==> config.mk <==
export PLATFORM = sky130hd
export DESIGN_NAME = afs_ram
export DESIGN_NICKNAME = d
export VERILOG_FILES = /design/src/sv/afs_ram.sv
export SDC_FILE = /design/constraint.sdc
export NUM_CORES = 2
export LEC_CHECK = 0
export BUFFER_PORTS_ARGS = -buffer_cell sky130_fd_sc_hd__buf_4
export CORE_UTILIZATION = 37
export CTS_CLUSTER_SIZE = 25
export DETAILED_ROUTE_END_ITERATION = 10
export GPL_TIMING_DRIVEN = 0
export PLACE_DENSITY = 0.63
export SYNTH_ARGS = -nofsm -noshare
export SYNTH_HDL_FRONTEND = slang
export SYNTH_SLANG_ARGS = --single-unit
export TNS_END_PERCENT = 30
==> constraint.sdc <==
create_clock -name i_clk -period 2.05 [get_ports i_clk]
set_input_delay 0.1025 -clock i_clk [delete_from_list [all_inputs] [get_ports i_clk]]
set_output_delay 0.1025 -clock i_clk [all_outputs]
set_load 0.005 [all_outputs]
==> src/sv/afs_ram.sv <==
module afs_ram #(
    parameter int WIDTH = 16,
    parameter int DEPTH = 256
) (
    input  logic                     i_clk,
    input  logic                     i_we,
    input  logic [$clog2(DEPTH)-1:0] i_waddr,
    input  logic [WIDTH-1:0]         i_wdata,
    input  logic [$clog2(DEPTH)-1:0] i_raddr,
    output logic [WIDTH-1:0]         o_rdata
);

    logic [WIDTH-1:0] r_mem [DEPTH];
    logic [WIDTH-1:0] r_rdata;

    always_ff @(posedge i_clk) begin
        if (i_we) begin
            r_mem[i_waddr] <= i_wdata;
        end
        r_rdata <= r_mem[i_raddr];
    end

    assign o_rdata = r_rdata;

endmodule

# Yosys cells after proc, flatten, opt, wreduce, memory -nomap -nowiden
# Memories as Yosys holds them, arrays and structs flattened. A register that Yosys moved wholly into a read port is not among the register bits.
# Index checks and enable logic that the tools add are counted.
# word_totals
reg_bits	0
memories	1
in_bits	34
ramBits	4096
output_inout_bits	16
# mem_list
name	words	width	rd	rd_clocked_by_memory_dff	write_ports	line	rtl
r_mem	256	16	1	1	1	13	logic [WIDTH-1:0] r_mem [DEPTH];
# classes
muxes	2
# ops
operator	count
2-to-1 mux 1 bit	2

# Depth between registers and ports, before layout
# depth
depth_word	2
depth_mapped	12

# Least setup slack after synthesis
# No wires, ideal clock.
# synth_path
path_kind	input to register
from	input port i_waddr[3]
to	memory r_mem[235][0], enable pin
path_slack_ps	-218
required_time_ps	1662
setup_time_ps	388
stages	6
t_arrival_ps	1879
path_cell_list	clkbuf_1 nor2b_1 clkbuf_1 nand4_1 clkbuf_1 nor2_1
# synth_rtl
item	line	rtl
start, declared	7	input logic [$clog2(DEPTH)-1:0] i_waddr,
end, declared	13	
# Straight into the memory's write port.

==> impl_results.md <==
- Number of register bits inferred by synthesis: 4112
- Root Driver: sky130_fd_sc_hd__clkbuf_16
- Antenna violations before repair: 23
- Number of buffers inserted by port buffering: 39
- Max-slew violation count: 0
- Core ar.: 0.4270 mm2
- Sequential-to-total area share from yosys stat: 77.70%
- Endpoint type of the worst setup path: flop
- Met2 Use GR: 34.94%
- Die width: 657.0 um
- Max transition margin: 12.13%
- Starting density of the core: 37.17%
- Clock H-tree levels: 5
- Peak supply drop: 700.5 uV
- Count of nets left with antenna violations after detail routing: 0
- Count of synthesis-stage warnings from yosys: 0
- Final min period: 2.740 ns
- Vias after detailed routing: 83.81k
- Switching Fraction: 22.14%
- Setup Viol. Count Final: 679
- Leakage component of the power: 0.05880 uW
- Final Hold Vio Count: 0
- Share of post-route cells with drive strength above 1: 31.48%
- Most common library cell in the layout ignoring fill and taps: sky130_fd_sc_hd__edfxtp_1
- Sequential Area: 0.1233 mm2
- Number of detailed-route iterations in the first pass: 8
- Iteration-0 DRC Markers: 12.84k
- Syn avg cell area: 21.56 um2
- TritonCTS Buffers: 396
- Setup slack of the critical path after layout: -0.6902 ns
- Post-detailed-route wirelength per cell: 35.16 um
- Power density of the placed cells: 945.8 mW/mm2
- TritonCTS clock tree: built
- Crit path required time: 2.81 ns
- IO Pins: 50
- Fill cell total of the finished layout: 35.61k
- Transition time at the pin with the least slew margin: 1.318 ns
- Internal: 138500 uW
- Maximum clock path buffer count: 4
- Run status: complete, but fails checks
- DRC violation count after routing: 0
- Pin count of the biggest net entering global routing: 145
- RSZ-0062 raised after global routing: true
- Skew final: 0.05765 ns
- Area of the multi-input gates: 0.03588 mm2
- Cells after Synth: 7360
- Count of cell types in the netlist: 52
- Crit start category: primary input
- Vertical die dimension: 657.0 um
- Most frequent cells in the layout: sky130_fd_sc_hd__edfxtp_1, sky130_fd_sc_hd__mux4_2, sky130_fd_sc_hd__mux2i_1
- GRT Max-Usage Layer: met2
- Number of synthesized flops with an enable pin: 4096
- Class of the most critical hold timing path: in -> reg
- Total net switching power: 39380 uW
- Met1 usage: 28.81%
- Count of standard-cell rows: 240
- Area growth from synthesis to layout: 18.50%
- Post-placement setup slack: -4.631 ns
- Sequential fraction of design power: 52.1%
- Gr usage total: 22.39%
- Share of synthesized registers carrying an async set or reset: 0%
- Achievable Freq: 364.9 MHz
- Mapped cell area: 0.1587 mm2
- Remaining global-route overflow: 0
- Failing checks: setup timing
- HPWL after detailed placement: 339900 um
- Wirelength, routed: 496400 um
- Wire length of the first global-routing pass: 672200 um
- Net count after synthesis: 7394
- CTS sink count: 4112
- Number of nets in the finished design: 8124
- Most used flip-flop cell after synthesis: sky130_fd_sc_hd__edfxtp_1
- Share of total power in the clock network: 41.6%
- Portion of total power attributed to combinational logic: 6.3%
- Routability congestion estimate: 1.016
- Class of the most critical setup path: in -> reg
- Final worst path period share: 133.7%
- Util after Layout: 44.04%
- # Max-Cap Violations: 0
- Clock Pin Slew Worst Setup and Hold Paths: 0.07 ns
- Source-to-sink clock delay at the later pin of the worst-skew pair: 0.96 ns
- Grt met3 use: 5.642%
- Post-DR vias/cell: 5.937
- Via count of the first global-routing pass: 81.70k
- Area of the die: 0.4316 mm2
- Data arrival time at the worst-slack endpoint: 3.50 ns
- Highest fanout seen on the critical path: 11
## worst max-delay path: stages
cell	delay [ns]
sky130_fd_sc_hd__clkbuf_4	0.27
sky130_fd_sc_hd__inv_1	0.17
sky130_fd_sc_hd__buf_4	0.35
sky130_fd_sc_hd__clkbuf_1	0.92
sky130_fd_sc_hd__o221ai_1	0.37
sky130_fd_sc_hd__o22ai_1	0.61
sky130_fd_sc_hd__a22oi_1	0.18
sky130_fd_sc_hd__nand3_1	0.30
sky130_fd_sc_hd__nor4_4	0.14
## logic make-up (layout without fill, tap and decap cells)
kind of cell / count (synthesis) / count (layout) / share of synthesized area, %
AO/OA/AOI/OAI: 786 / 786 / 3.537
buffers and inverters: 456 / 1513 / 1.693
flip-flops: 4112 / 4112 / 77.70
multiplexers: 1450 / 1450 / 15.50
other: 0 / 14 / 0
AND/OR/NAND/NOR: 556 / 556 / 1.574
## cell type report
class	instances	share of cell area [%]
Antenna cell	14	0.01863
Buffer	451	1.871
Clock buffer	469	5.471
Clock inverter	256	1.425
Inverter	4	0.01131
Multi-Input combinational cell	2792	19.08
Sequential cell	4112	65.57
Tap cell	5687	3.783
Timing Repair Buffer	333	2.770
## path summary, 6_finish.rpt
| check | from | slack [ns] | cells after the start | end |
|---|---|---|---|---|
| worst max register to register | r_mem[23][10] | -0.65 | 5 | o_rdata[10] |
| worst max-delay path | i_raddr[4] | -0.69 | 9 | o_rdata[8] |
| worst min register to register | r_mem[218][6] | 1.21 | 6 | o_rdata[6] |
| worst min-delay path | i_waddr[1] | 0.03 | 4 | r_mem[3][7] |
## metrics by stage
stage / setup TNS [ns] / total power [uW] / hold WS [ns] / instance area (um2) / instances
after floorplan: -434.40 / 99110 / 0.2014 / 158700 / 7360
after global placement: - / 104300 / 0.4918 / 166100 / 13090
after detailed placement: -3451.31 / 104600 / 0.4886 / 171000 / 13320
after CTS: -69.47 / 177900 / 0.006887 / 186900 / 14080
after global routing: -53.28 / 181400 / 0.01965 / 188100 / 14110
final: -48.89 / 177900 / 0.03183 / 188100 / 14120
## cells in the mapped netlist (2+ instances only)
cell	instances	share of area (%)
sky130_fd_sc_hd__o32ai_1	20	0.11
sky130_fd_sc_hd__a21oi_1	175	0.55
sky130_fd_sc_hd__buf_1	27	0.064
sky130_fd_sc_hd__o22ai_1	148	0.58
sky130_fd_sc_hd__or2_2	4	0.016
sky130_fd_sc_hd__mux2i_1	565	3.6
sky130_fd_sc_hd__clkbuf_1	230	0.54
sky130_fd_sc_hd__buf_8	11	0.10
sky130_fd_sc_hd__nand4_1	26	0.10
sky130_fd_sc_hd__nor4_1	17	0.067
sky130_fd_sc_hd__mux2_2	88	0.62
sky130_fd_sc_hd__a22o_1	32	0.18
sky130_fd_sc_hd__and3_1	11	0.043
sky130_fd_sc_hd__and4_1	2	0.011
sky130_fd_sc_hd__buf_4	26	0.12
sky130_fd_sc_hd__o21ai_0	37	0.12
sky130_fd_sc_hd__a211oi_1	18	0.085
sky130_fd_sc_hd__nor3_1	92	0.29
sky130_fd_sc_hd__nor2_1	304	0.72
sky130_fd_sc_hd__nand2_1	38	0.090
sky130_fd_sc_hd__nand4b_1	3	0.017
sky130_fd_sc_hd__nor2b_1	9	0.035
sky130_fd_sc_hd__o31ai_1	16	0.076
sky130_fd_sc_hd__mux4_2	797	11
sky130_fd_sc_hd__o221ai_1	252	1.4
sky130_fd_sc_hd__a2111oi_0	6	0.033
sky130_fd_sc_hd__buf_6	77	0.55
sky130_fd_sc_hd__a31oi_1	6	0.024
sky130_fd_sc_hd__dfxtp_1	16	0.20
sky130_fd_sc_hd__or3_1	2	0.0079
sky130_fd_sc_hd__a21o_1	2	0.0095
sky130_fd_sc_hd__a22oi_1	43	0.20
sky130_fd_sc_hd__nor4bb_1	2	0.013
sky130_fd_sc_hd__buf_2	76	0.24
sky130_fd_sc_hd__edfxtp_1	4096	77
sky130_fd_sc_hd__buf_12	5	0.063
sky130_fd_sc_hd__inv_1	3	0.0071
sky130_fd_sc_hd__a221oi_1	28	0.15
sky130_fd_sc_hd__nand2b_1	3	0.012
sky130_fd_sc_hd__nand3_1	35	0.11
## power groups by stage
stage	Sequential [uW]	Combinational, uW	Clock (uW)
final	92700	11200	74000
after global routing	92700	11300	77400
after CTS	92700	10800	74500
after detailed placement	94500	10100	0
after global placement	94700	9550	0
after floorplan	94500	4570	0
## flip-flops by register name (all words and copies together), names as in the netlist
register and count:
o_rdata 16, r_mem 4096
## per-layer routing
layer	share of wire [%]	up-vias
li1	-	32830
met1	36	44570
met2	46	5422
met3	11	991
met4	6.1	2
met5	0.0026	-
## what timing repair did
item | in CTS | in global routing
cloned | 0 | 1
endpoints found under the setup margin | 1493 | 1365
hold endpoints to repair | 2221 | 1
resized for setup | 643 | 228
hold buffers | 28 | 1
pin swaps | 47 | 57
setup buffers | 6 | 22
No activity file was read; power rests on OpenSTA's default activity.
