--- src/sv/afs_pkg.sv ---
package afs_pkg;

    // Default table depth; the top level takes it as a parameter.
    localparam int MAX_FRAMES_DEF = 256;

    // Wide enough to hold any table depth up to 4096 for compares.
    localparam int WIDE_W = 13;

    localparam int KIND_W     = 2;
    localparam int NOW_W      = 32;
    localparam int INDEX_W    = 8;
    localparam int DELAY_W    = 16;
    localparam int COUNT_W    = 9;
    localparam int SPEED_W    = 9;
    localparam int FRAME_W    = 9;
    localparam int CFG_IDX_W  = 2;
    localparam int CFG_DATA_W = 9;

    // A 16-bit delay times 100 fits in 23 bits.
    localparam int DIVIDEND_W = 23;

    localparam logic [KIND_W-1:0] KIND_UPDATE = 2'd0;
    localparam logic [KIND_W-1:0] KIND_START  = 2'd1;
    localparam logic [KIND_W-1:0] KIND_STOP   = 2'd2;
    localparam logic [KIND_W-1:0] KIND_WRITE  = 2'd3;

    localparam logic [CFG_IDX_W-1:0] CFG_INTRO_COUNT   = 2'd0;
    localparam logic [CFG_IDX_W-1:0] CFG_MAIN_COUNT    = 2'd1;
    localparam logic [CFG_IDX_W-1:0] CFG_INTRO_PRESENT = 2'd2;
    localparam logic [CFG_IDX_W-1:0] CFG_SPEED         = 2'd3;

    localparam logic [SPEED_W-1:0]    SPEED_RESET   = 9'd75;
    localparam logic [DELAY_W-1:0]    DEFAULT_DELAY = 16'd100;
    localparam logic [DIVIDEND_W-1:0] SCALE         = 23'd100;

endpackage

--- src/sv/afs_div.sv ---
module afs_div
    import afs_pkg::*;
(
    input  logic                  i_clk,
    input  logic                  i_rst_n,
    input  logic                  i_start,
    input  logic [DIVIDEND_W-1:0] i_dividend,
    input  logic [SPEED_W-1:0]    i_divisor,
    output logic                  o_done,
    output logic [DIVIDEND_W-1:0] o_quotient
);

    localparam int CNT_W = $clog2(DIVIDEND_W + 1);
    localparam logic [CNT_W-1:0] LAST = CNT_W'(DIVIDEND_W - 1);

    logic                  r_busy;
    logic                  r_done;
    logic [CNT_W-1:0]      r_cnt;
    logic [SPEED_W-1:0]    r_rem;
    logic [SPEED_W-1:0]    r_dsr;
    logic [DIVIDEND_W-1:0] r_quo;

    logic [SPEED_W:0] rem_shift;
    logic [SPEED_W:0] rem_sub;
    logic             fits;

    // Restoring division, one quotient bit per cycle, MSB first.
    assign rem_shift = {r_rem, r_quo[DIVIDEND_W-1]};
    assign rem_sub   = rem_shift - {1'b0, r_dsr};
    assign fits      = rem_shift >= {1'b0, r_dsr};

    always_ff @(posedge i_clk) begin
        if (!i_rst_n) begin
            r_busy <= 1'b0;
            r_done <= 1'b0;
            r_cnt  <= '0;
        end else begin
            r_done <= 1'b0;
            if (i_start) begin
                r_busy <= 1'b1;
                r_cnt  <= '0;
            end else if (r_busy) begin
                r_cnt <= r_cnt + 1'b1;
                if (r_cnt == LAST) begin
                    r_busy <= 1'b0;
                    r_done <= 1'b1;
                end
            end
        end
    end

    always_ff @(posedge i_clk) begin
        if (i_start) begin
            r_rem <= '0;
            r_dsr <= i_divisor;
            r_quo <= i_dividend;
        end else if (r_busy) begin
            r_rem <= fits ? rem_sub[SPEED_W-1:0] : rem_shift[SPEED_W-1:0];
            r_quo <= {r_quo[DIVIDEND_W-2:0], fits};
        end
    end

    assign o_done     = r_done;
    assign o_quotient = r_quo;

endmodule

--- config.mk ---
export PLATFORM = sky130hd
export DESIGN_NAME = afs_div
export DESIGN_NICKNAME = d
export VERILOG_FILES = /design/src/sv/afs_pkg.sv /design/src/sv/afs_div.sv
export SDC_FILE = /design/constraint.sdc
export NUM_CORES = 1
export LEC_CHECK = 0
export ABC_AREA = 1
export BUFFER_PORTS_ARGS = -buffer_cell sky130_fd_sc_hd__clkbuf_2
export CAP_MARGIN = 20
export CORE_ASPECT_RATIO = 0.6
export CORE_MARGIN = 2
export CORE_UTILIZATION = 57
export DETAILED_ROUTE_END_ITERATION = 8
export GPL_TIMING_DRIVEN = 1
export PLACE_DENSITY = 0.84
export SYNTH_ARGS = -nofsm -noshare
export SYNTH_HDL_FRONTEND = slang
export SYNTH_SLANG_ARGS = --single-unit
export TNS_END_PERCENT = 100
--- constraint.sdc ---
create_clock -name i_clk -period 2.58 [get_ports i_clk]
set_input_delay 0.387 -clock i_clk [delete_from_list [all_inputs] [get_ports i_clk]]
set_output_delay 0.387 -clock i_clk [all_outputs]
set_load 0.02 [all_outputs]
== After elaboration in Yosys (flattened, before gate mapping) ==
Index checks and enable logic that the tools add are counted.
Storage, ports and cells
  register bits after elaboration: 48
  input bits: 35
  output and inout port bits: 24
Operators by class
  reduce and logical (&&, ||, !) cells: 3
  equality and inequality tests: 1
  mux-type cells: 7
  bitwise logic cells: 2
  $lt $le $gt $ge: 1
  $add $sub $neg: 2
Operators by type and width (number)
  $mux W23: 2
  $ge A10 B9 Y1: 1
  $mux W9: 1
  $sub A9 B9 Y9: 1
  $add A5 B1 Y5 const B: 1
  $eq A5 B5 Y1 const B: 1
  $mux W1: 4
  $reduce_or A3 Y1: 1
  $not A1 Y1: 2
  $reduce_bool A2 Y1: 1
  $reduce_or A2 Y1: 1

== Longest topological paths before layout ==
  depth in word-level cells: 4
  mapped depth: 13

== Worst setup path before layout ==
Ideal clock, no wire load.
  path kind: reg2reg
  start point: register r_quo[22] (netlist: o_quotient[22])
  end point: register r_quo[0] (netlist: o_quotient[0]), data pin
  required time: 2319 ps
  slack: 652 ps
  data arrival time: 1667 ps
  setup time: 261 ps
  cell stages (with the launch flop): 12
  buffers on the path: 1
  path through: edfxtp_1 inv_1 ha_1 inv_1 fa_1 nand2_1 nand2_2 nand3_2 nand2_2 nand2_2 buf_6 a31oi_1
On the way
  longest elaborated chain between the ends: 3
Ends and longest elaborated chain
  start: declaration: line afs_div.sv:21  | logic [DIVIDEND_W-1:0] r_quo;
  start signal: assignment: line afs_div.sv:56  | r_quo <= i_dividend;
  start signal: assignment: line afs_div.sv:59  | r_quo <= {r_quo[DIVIDEND_W-2:0], fits};
  $ge A10 B9 Y1: line afs_div.sv:30  | assign fits = rem_shift >= {1'b0, r_dsr};
  $mux W23: line afs_div.sv:57  | end else if (r_busy) begin
  $mux W23: line afs_div.sv:53  | if (i_start) begin
Every way passes these cells. The select of a mux whose other input is x is not followed.
A chain may end at the register's enable or synchronous reset.

== Worst setup path after layout ==
  start point: register r_quo[22] (netlist: o_quotient[22])
  end point: register r_rem[8]
On the way
  longest elaborated chain between the ends: 2
  elaborated cells between the ends (all ways): 3
  classes of those cells: 1 x add/sub; 1 x order compare; 1 x mux
Ends and longest elaborated chain
  $sub A9 B9 Y9 / $ge A10 B9 Y1 (equally long branches): line afs_div.sv:29, afs_div.sv:30
  $mux W9 (*): line afs_div.sv:58  | r_rem <= fits ? rem_sub[SPEED_W-1:0] : rem_shift[SPEED_W-1:0];
  end signal: assignment: line afs_div.sv:58
  end: declaration: line afs_div.sv:19  | logic [SPEED_W-1:0] r_rem;
Every way passes the cells marked *; elsewhere a longest branch is shown, timed or not.

==> qor.txt <==
Ant diodes -> 0
Row cnt -> 18
GRT Total Usage -> 22.4%
PD cells -> 618 mW/mm^2
Seq/Total Area, Yosys -> 52.2%
Reg power frac -> 50.9%
Starting DRT DRC Count -> 184
Max-cap violations -> 0
Final Hold Fails -> 0
Total power -> 1.80 mW
Largest net degree at the start of global routing -> 32
Main synth FF type -> edfxtp_1
Clk_lat worst skew -> 0.30 ns
Post-CTS sizing -> 0
Area contributors post-synth -> edfxtp_1, nand2_1, dfxtp_1
Post-Syn Area -> 0.00246 mm^2
Layout Skew -> 0.0134 ns
Unrepaired setup endpoints after global routing -> false
Total negative setup slack -> 0 ns
Crit Path Category -> reg2reg
Clk buf depth -> 2
TritonCTS clock tree -> yes
DR WL/cell -> 12.8 um
R2r startpoint -> o_quotient[22]
Die height -> 54.8 um
Area share of the largest cell type after synthesis -> 39.1%
Initial Util -> 59.6%
I/O pins -> 59
Worst Setup SP -> o_quotient[22]
CP endpoint kind -> register
Final Cycle Share -> 80.1%
Vias per cell -> 4.99
Worst hold path startpoint -> i_divisor[6]
Root buffer cell -> clkbuf_8
Outcome -> complete, no violations
Fillers -> 303
Synthesized area per cell -> 8.50 um^2
PortBufs -> 58
Vias -> 2042
Crit start category -> register
CTS Hold Buffers Added -> 0
Syn-to-layout area delta -> 18.9%
Synthesized instance count -> 289
Initial antenna violation count -> 0
Required time of the critical path -> 2.82 ns
Ys async rst share -> 0%
Critical path arrival -> 2.30 ns
First-pass GRT wire length -> 8.02 mm
Grt ovf -> 0
Area leader, netlist -> edfxtp_1
Share of cells above drive strength 1 -> 22.6%
H-tree levels -> 2
Synthesized netlist net count -> 336
Slew Limit Fails -> 0
Placer congestion estimate -> 0.911
Peak supply drop -> 0.495 mV
Commonest cells post-synth -> nand2_1, edfxtp_1, inv_1
Clk network pwr share -> 32.7%
Switch Pwr -> 465 uW
DR pass1 iterations -> 4
Yosys warns -> 0
Final setup fails -> 0
Clock buffer count from CTS -> 5
Net Sw Frac -> 25.8%
Period minus WS final -> 2.07 ns
Fmax -> 0.484 GHz
Die area -> 0.00487 mm^2
Power share of the combinational group -> 16.4%
Top-count cell post-synth -> nand2_1
Flops & latches, synth -> 48
Postcts setup bufs -> 0
Worst slew margin -> 64.9%
Distinct cells, synth -> 31
Die width -> 88.7 um
Vias in the first global route -> 1691
R2R setup slack -> 0.51 ns
Lkg Pwr -> 1.51 nW
Critical Path Fanout Max -> 11
# DRC -> 0
Clock sink total -> 48
CTS clk-pin slew, worst paths -> 0.09 ns
Hold Crit Class -> in2reg
EDFF count, synth -> 32
Hpwl dp -> 3.88 mm
Layout Nets -> 395
Pint -> 1.34 mW
Worst-Margin Slew -> 0.526 ns
Placeable Area -> 0.00412 mm^2
Final ANT Viol Nets -> 0
WL final -> 5.25 mm
[worst max-delay path, cell delays in order (launching register included)]
cell and delay (ns):
edfxtp_1 0.39, inv_1 0.09, ha_1 0.15, inv_1 0.06
fa_1 0.41, nand2_1 0.09, nand2_2 0.08, nand3_2 0.08
nand2_2 0.07, nand2_2 0.18, nand2_2 0.16, nand2_1 0.10
nand3_1 0.07, nand2_1 0.06
[cell families (layout without fill, tap and decap cells)]
family                     after synthesis  count (layout)  share of synthesized area (%)
DFF                                     48              48                           52.2
adders and majority gates               12              12                           6.42
and+or+nand+nor                        175             175                           31.0
buffers and inverters                   39              99                           6.52
xor gates and xnor gates                 3               3                           1.07
AOI/OAI and AO/OA                       12              12                           2.80
[flip-flops by register name (all words and copies together), names as in the netlist]
signal      cells
o_quotient     23
r_dsr           9
r_rem           9
r_cnt           5
o_done          1
r_busy          1
[metrics by stage]
| step | cell area [um^2] | setup slack [ns] | cells | utilization [%] | hold slack (ns) |
|---|---|---|---|---|---|
| finish | 2920 | 0.514 | 409 | 70.9 | 0.266 |
| global route | 2920 | 0.308 | 409 | 70.9 | 0.243 |
| CTS | 2920 | 0.546 | 409 | 70.9 | 0.254 |
| detailed placement | 2790 | 0.584 | 401 | 67.8 | 0.483 |
| global placement | 2790 | 0.678 | 401 | 67.8 | 0.470 |
| floorplan | 2460 | 0.652 | 289 | - | 0.443 |
[power by group through the flow]
stage               combinational [mW]  clock [mW]  sequential, mW
finish                           0.296       0.590           0.918
global route                     0.331       0.634           0.926
global placement                 0.285           0           0.933
detailed placement               0.291           0           0.935
CTS                              0.294       0.601           0.918
floorplan                        0.147           0           0.975
[cells in the final DEF (no fill, tap or decap)]
cell	n
or2_4	1
nor2_4	1
clkinv_1	1
inv_2	3
buf_4	2
a21oi_1	8
ha_1	11
nor2_2	1
nor2_1	7
o211ai_1	1
nand2_2	4
fa_1	1
nor3_2	1
inv_1	27
clkbuf_1	1
a211oi_1	1
xor2_1	1
nand3_1	17
nor3_1	3
nand2_1	127
clkbuf_2	58
edfxtp_1	32
nand3b_1	9
nand3_2	1
bufinv_16	1
a31oi_1	1
nand4_1	2
clkbuf_8	5
o21a_1	1
dfxtp_1	16
clkbuf_16	1
nor3b_1	1
xnor2_1	2
[path summary, 6_finish.rpt]
kind / to / cells past startpoint
worst max-delay path: r_rem[8] / 13
worst min register to register: r_rem[5] / 2
worst min-delay path: r_dsr[6] / 1
worst max register to register: r_rem[8] / 13
[cell type report]
cell class / count / area [um^2] / share of cell area [%]
sequential: 48 / 1280 / 43.9
multi-input combinational: 202 / 1010 / 34.7
timing repair buffer: 60 / 305 / 10.5
inverter: 31 / 116 / 3.98
clock buffer: 7 / 97.6 / 3.34
tap: 60 / 75.1 / 2.57
clock inverter: 1 / 30.0 / 1.03
[routing by layer]
metal  wire (um)  up-vias  global-route usage, %
met3         403        2                   7.24
met5           0        -                      0
li1            -     1043                      -
met4           8        0                   5.30
met1        2620      922                   34.1
met2        2220       75                   30.6
Power figures use the tool's default switching activity.
